File: src/rtl/core/spq_pkg.sv
// Types and codes for the sorted priority queue core.
// No dependencies; imported by every module of the core.
`timescale 1ns / 1ps
package spq_pkg;

    typedef enum logic {
        CMD_ENQ = 1'b0,
        CMD_DEQ = 1'b1
    } t_cmd;

    typedef enum logic [1:0] {
        ST_DONE  = 2'd0,
        ST_FULL  = 2'd1,
        ST_EMPTY = 2'd2
    } t_status;

    typedef struct packed {
        t_cmd               command;
        logic signed [31:0] item_value;
        logic signed [31:0] item_priority;
    } t_spq_in;

    typedef struct packed {
        t_status            status;
        logic               removed_valid;
        logic signed [31:0] removed_value;
        logic signed [31:0] removed_priority;
        logic signed [31:0] head_value;
        logic signed [31:0] head_priority;
        logic [4:0]         entry_count;
    } t_spq_out;

    // Operation broadcast to every cell
    typedef struct packed {
        logic               enq;
        logic               deq;
        logic signed [31:0] value;
        logic signed [31:0] prio;
    } t_bcast;

    typedef struct packed {
        logic               valid;
        logic signed [31:0] value;
        logic signed [31:0] prio;
    } t_slot;

    // What a cell shows its neighbours
    typedef struct packed {
        logic  ge;
        t_slot slot;
    } t_link;

endpackage

File: src/rtl/core/sorted_priority_queue_core.sv
// Sorted priority queue: top level with the chain of cells and the result register.
// Depends on spq_pkg and spq_cell.
//
// One command a cycle: busy never rises, and each accepted beat gives one result
// beat on the cycle after, strobed for exactly one cycle. The row of DEPTH cells
// compares the incoming priority in every slot at once and shifts in one step on
// an enqueue or a dequeue. Entries of equal priority leave in
// arrival order; an enqueue into a full queue and a dequeue from an empty one
// leave the queue as it was and say so in status.
`timescale 1ns / 1ps
module sorted_priority_queue_core #(
    parameter int DEPTH = 16
) (
    input  logic              i_clk,
    input  logic              i_rst_n,
    input  logic              start,
    output logic              busy,
    input  spq_pkg::t_spq_in  i_item,
    output logic              o_strobe,
    output spq_pkg::t_spq_out o_result
);
    import spq_pkg::*;

    localparam int CW = $clog2(DEPTH + 1);

    t_link     w_link [DEPTH];
    t_slot     w_next [DEPTH];
    t_bcast    w_op;
    logic      w_accept;
    logic      w_full;
    logic      w_empty;
    logic      w_enq_ok;
    logic      w_deq_ok;
    logic [CW-1:0]   r_count;
    logic [CW-1:0]   n_count;
    logic [CW+4:0]   w_count_ext;
    logic            r_strobe;
    t_spq_out        r_result;
    t_spq_out        n_result;

    assign busy     = 1'b0;
    assign w_accept = start && !busy;
    assign w_full   = w_link[DEPTH-1].slot.valid;
    assign w_empty  = !w_link[0].slot.valid;
    assign w_enq_ok = w_accept && (i_item.command == CMD_ENQ) && !w_full;
    assign w_deq_ok = w_accept && (i_item.command == CMD_DEQ) && !w_empty;

    assign w_op = '{enq: w_enq_ok, deq: w_deq_ok,
                    value: i_item.item_value, prio: i_item.item_priority};

    for (genvar g = 0; g < DEPTH; g++) begin : g_cell
        t_link w_left;
        t_slot w_right;
        if (g == 0) begin : g_first
            assign w_left = '{ge: 1'b1, slot: '0};
        end else begin : g_mid
            assign w_left = w_link[g-1];
        end
        if (g == DEPTH - 1) begin : g_last
            assign w_right = '0;
        end else begin : g_inner
            assign w_right = w_link[g+1].slot;
        end
        spq_cell u_cell (
            .i_clk   (i_clk),
            .i_rst_n (i_rst_n),
            .i_op    (w_op),
            .i_left  (w_left),
            .i_right (w_right),
            .o_link  (w_link[g]),
            .o_next  (w_next[g])
        );
    end

    always_comb begin
        n_count = r_count;
        if (w_enq_ok) begin
            n_count = r_count + CW'(1);
        end else if (w_deq_ok) begin
            n_count = r_count - CW'(1);
        end
    end

    assign w_count_ext = (CW + 5)'(n_count);

    always_comb begin
        n_result = '0;
        if (i_item.command == CMD_ENQ) begin
            n_result.status = w_full ? ST_FULL : ST_DONE;
        end else begin
            n_result.status = w_empty ? ST_EMPTY : ST_DONE;
        end
        if (w_deq_ok) begin
            n_result.removed_valid    = 1'b1;
            n_result.removed_value    = w_link[0].slot.value;
            n_result.removed_priority = w_link[0].slot.prio;
        end
        if (w_next[0].valid) begin
            n_result.head_value    = w_next[0].value;
            n_result.head_priority = w_next[0].prio;
        end
        n_result.entry_count = w_count_ext[4:0];
    end

    always_ff @(posedge i_clk) begin
        if (!i_rst_n) begin
            r_count  <= '0;
            r_strobe <= 1'b0;
        end else begin
            r_count  <= n_count;
            r_strobe <= w_accept;
        end
        if (w_accept) begin
            r_result <= n_result;
        end
    end

    assign o_strobe = r_strobe;
    assign o_result = r_result;

endmodule

File: src/rtl/core/spq_cell.sv
// One slot of the sorted chain: holds an entry, compares it with the incoming priority.
// Depends on spq_pkg.
`timescale 1ns / 1ps
module spq_cell (
    input  logic           i_clk,
    input  logic           i_rst_n,
    input  spq_pkg::t_bcast i_op,
    input  spq_pkg::t_link i_left,
    input  spq_pkg::t_slot i_right,
    output spq_pkg::t_link o_link,
    output spq_pkg::t_slot o_next
);
    import spq_pkg::*;

    logic               r_valid;
    logic signed [31:0] r_value;
    logic signed [31:0] r_prio;
    logic               w_ge;
    t_slot              n_slot;

    // Equal priority stays ahead, so a new entry lands behind it
    assign w_ge = r_valid && (r_prio >= i_op.prio);

    always_comb begin
        n_slot = '{valid: r_valid, value: r_value, prio: r_prio};
        if (i_op.enq && !w_ge) begin
            if (i_left.ge) begin
                n_slot = '{valid: 1'b1, value: i_op.value, prio: i_op.prio};
            end else begin
                n_slot = i_left.slot;
            end
        end else if (i_op.deq) begin
            n_slot = i_right;
        end
    end

    always_ff @(posedge i_clk) begin
        if (!i_rst_n) begin
            r_valid <= 1'b0;
        end else begin
            r_valid <= n_slot.valid;
        end
        r_value <= n_slot.value;
        r_prio  <= n_slot.prio;
    end

    assign o_link = '{ge: w_ge, slot: '{valid: r_valid, value: r_value, prio: r_prio}};
    assign o_next = n_slot;

endmodule

File: config.mk
export PLATFORM = sky130hd
export DESIGN_NAME = sorted_priority_queue_core
export DESIGN_NICKNAME = d
export VERILOG_FILES = /design/src/rtl/core/spq_pkg.sv /design/src/rtl/core/sorted_priority_queue_core.sv /design/src/rtl/core/spq_cell.sv
export SDC_FILE = /design/constraint.sdc
export NUM_CORES = 2
export LEC_CHECK = 0
export ABC_AREA = 1
export BUFFER_PORTS_ARGS = -buffer_cell sky130_fd_sc_hd__buf_2
export CAP_MARGIN = 15
export CORE_MARGIN = 4
export CORE_UTILIZATION = 64
export DETAILED_ROUTE_END_ITERATION = 12
export PLACE_DENSITY = 0.81
export SKIP_CTS_REPAIR_TIMING = 1
export SLEW_MARGIN = 10
export SYNTH_ARGS = -nofsm -noshare
export SYNTH_HDL_FRONTEND = slang
export SYNTH_HIERARCHICAL = 1
export SYNTH_SLANG_ARGS = --single-unit
File: constraint.sdc
create_clock -name i_clk -period 4.2 [get_ports i_clk]
set_clock_uncertainty 0.1 [all_clocks]
set_input_delay 0.84 -clock i_clk [delete_from_list [all_inputs] [get_ports i_clk]]
set_output_delay 0.84 -clock i_clk [all_outputs]
set_load 0.02 [all_outputs]
Word-level counts from Yosys, hierarchy flattened:

Index checks and enable logic that the tools add are counted.

* $add $sub $neg: 2
* order comparisons: 16
* multiplexer cells: 53
* bitwise gates (word level): 1
* reductions and logical operators: 68

Operators by type and width (number)
* 2-to-1 mux 65 bit: 48
* >= comparator 32 bit: 16
* logical AND 1 bit: 36
* nonzero test 2 bit: 15
* logical NOT 1 bit: 17
* 2-to-1 mux 5 bit: 2
* adder 5 x 1 -> 5 bit, second input constant: 1
* subtractor 5 x 1 -> 5 bit, second input constant: 1
* 2-to-1 mux 2 bit: 2
* 2-to-1 mux 1 bit: 1
* inverter 1 bit: 1

* flip-flop bits (word level): 1182
* bits of input ports: 68
* output and inout port bits: 138
* word-level logic and storage cells: 197

Logic depth before layout (Yosys ltp):

* depth after elaboration: 5
* mapped depth: 25
* gate-level depth less buffers: 22

Cells and area by module:

Netlist, hierarchy kept.

Modules (own cells, without submodules)
* spq_cell at g_cell[0].u_cell ...: times used 10, cells an instance 541, area each 4563.1 sq um
* spq_cell at g_cell[4].u_cell ...: times used 6, cells an instance 555, area each 4605.7 sq um
* sorted_priority_queue_core: times used 1, cells an instance 470, area each 5551.6 sq um

Least setup slack after synthesis:

Ideal clock, no wire load.

* path kind: input to register
* start: input i_item[31] (netlist name)
* end: register g_cell[10].u_cell.r_value[24]
* arrival time: 3.299 ns
* required time: 3.982 ns
* slack: 0.684 ns
* stages: 18
* cells stage by stage: inv_1 ha_1 nand2_1 nor2_2 nand2_2 nor3_2 nand2_1 nand3_1 nand2_1 nand3_1 nand2_2 inv_1 buf_4 clkbuf_1 buf_2 buf_1 mux2i_1 o21ai_2

RTL lines
* from (decl): line sorted_priority_queue_core.sv:18 `input spq_pkg::t_spq_in i_item,`
* to (signal assigned): line spq_cell.sv:43 `r_value <= n_slot.value;`
* to (decl): line spq_cell.sv:16 `logic signed [31:0] r_value;`

==> reports/metrics.cfg <==
[routing]
drtIter0Drc = 3831
ant_nets = 0
first_pass_iters = 7
routedWlPerCell_um = 17.65
avgViaCountPerCell = 5.655
wl_um = 194200
drc = 0
vias = 62200

[die]
top_level_ports = 206
rows = 128
die_y_um = 358.8
die_w_um = 358.8
start_util_pct = 64.53
die_area_um2 = 128700
core_area_um2 = 122000

[worst_setup_path]
crit_chain = buf_2 -> inv_1 -> ha_1 -> nand2_1 -> nand2_1 -> nand3_1 -> nand2_1 -> a21oi_1 -> nand2_1 -> nand2_1 -> nand3_1 -> nand3_2 -> nand2_2 -> inv_4 -> buf_12 -> mux2i_1 -> o21ai_2
critPathMaxStageDelay_ps = 420
crit_buf_inv = 4
path_delay_family = buffers and inverters
path_common_cell = nand2_1
slowest_stage = buf_2
crit_arrival_ps = 3770
worstSetupPathType = in2reg
cp.required_ps = 4740
endpoint_kind = flop
crit_fanout = 26
start_kind = input port

[yosys]
syn_inst = 9193
synth_warnings = 6
avgSynthCellArea_um2 = 8.566
synth_area_um2 = 78750

[clocking]
cts_sinks = 1182
clock_latency_ps = 770
clk_pin_slew_ps = 60
cts_made_buffers = 133
ctsHtreeMaxLevel = 4
cts_root_buffer = clkbuf_16
clockBufferDepth = 3
cts_tree = built

[placement]
portBuffers = 204
place_hpwl_um = 140800
gp_congestion = 0.9105

[sta]
tns_ps = 0
fmax_mhz = 309.5
final.period_utilization_pct = 76.94
setup_violations = 0
worst_pin_slew_ps = 1013
slew_viol_final = 0
relSlewSlack_pct = 32.45
period_needed_ps = 3231
finalHoldViolCount = 0
grt_setup_unrepaired = no

[power_and_ir_drop]
p_leak_uw = 0.03773
finalPower_uw = 53140
vdd_ir_drop_max_mv = 0.5178
powerDensity_nw_per_um2 = 626.0

[job]
drv_cap = 0

[global_route]
antenna_found_initial = 11
grt_max_degree = 116
grt_pass1_wl_um = 314200
groute.usage.overall_pct = 29.54
grt_pass1_vias = 61160
grt_remaining_overflow = 0

[cells_and_area]
syn_to_final_growth_pct = 7.785
drive_above_1_share_pct = 27.20
fillers = 9232
final_nets = 9842

[run_status]
status = finished, final reports clean

[hold_path]
hold_class = in2reg

==> power by group <==
part	total [µW]	switching [µW]	internal [µW]	leakage [µW]
clock	11600	4950	6670	0.00213
sequential	20100	4160	15900	0.0101
combinational	21500	11400	10100	0.0255
total	53100	20500	32600	0.0377
==> layout make-up <==
class | count | area [µm²] | area share [%]
clock inverters | 40 | 415.4 | 0.4894
well taps | 1625 | 2033 | 2.395
multi-input cells | 6715 | 47110 | 55.50
clock buffers | 200 | 3904 | 4.599
flip-flops and latches | 1182 | 25020 | 29.48
repair buffers | 360 | 3074 | 3.622
inverters | 868 | 3297 | 3.884
diodes | 8 | 20.02 | 0.02359
==> cell usage in the layout, fill, tap and decap left out, types with 4 or more instances in the layout <==
master	instances
nand2_1	2245
clkinv_2	23
nor2_1	243
mux2i_1	528
clkbuf_8	28
ha_1	514
nand2_2	22
diode_2	8
dfxtp_1	1046
inv_1	851
buf_2	203
clkbuf_16	135
nand2_4	4
nand3_2	11
nand4_1	36
clkinv_1	4
o21ai_2	864
a21o_1	38
nor3_2	6
nor2_2	16
nand3_1	71
o21a_1	26
inv_6	5
a21oi_1	204
inv_16	6
nand2_8	12
buf_4	86
nor3b_2	10
o21ai_1	58
o21ai_0	647
buf_12	70
conb_1	132
clkbuf_1	36
edfxtp_1	136
inv_4	10
mux2_2	1024
==> metrics by stage <==
stage / utilization, % / area, µm² / instances / setup WS (ps) / hold slack, ps
after floorplan: - / 79240 / 9323 / 683.6 / 361.0
after global placement: 66.00 / 80540 / 10750 / 393.1 / 373.2
after detailed placement: 66.00 / 80540 / 10750 / 291.5 / 378.3
after CTS: 69.54 / 84860 / 10990 / 1047 / 250.3
after global routing: 69.55 / 84880 / 11000 / 787.4 / 278.6
final: 69.55 / 84880 / 11000 / 968.7 / 311.5
==> flip-flops by register name, indices dropped and copies added (netlist names) <==
name / flops
g_cell.u_cell/r_prio: 512
g_cell.u_cell/r_valid: 16
o_strobe: 1
o_result: 136
g_cell.u_cell/r_value: 512
r_count: 5
==> path summary, 6_finish.rpt <==
kind	start	to	slack, ps	cells past startpoint
setup reg to reg	g_cell[14].u_cell/r_prio[5]$_DFF_P_	g_cell[15].u_cell/r_value[26]$_DFF_P_	1220	15
setup / recovery	i_item[9]	g_cell[15].u_cell/r_value[26]$_DFF_P_	970	17
hold reg to reg	r_count[4]$_SDFF_PN0_	r_count[4]$_SDFF_PN0_	390	2
hold / removal	start	o_result[99]$_SDFFCE_PN0P_	310	1
==> routing by layer <==
layer,vias up,track usage [%],wire (µm)
met3,427,4.129,11260
li1,30980,-,-
met5,-,0,0
met4,0,12.84,7796
met2,1787,49.09,89350
met1,29010,38.40,85760
Note: power is estimated with default switching activity, not from simulation.
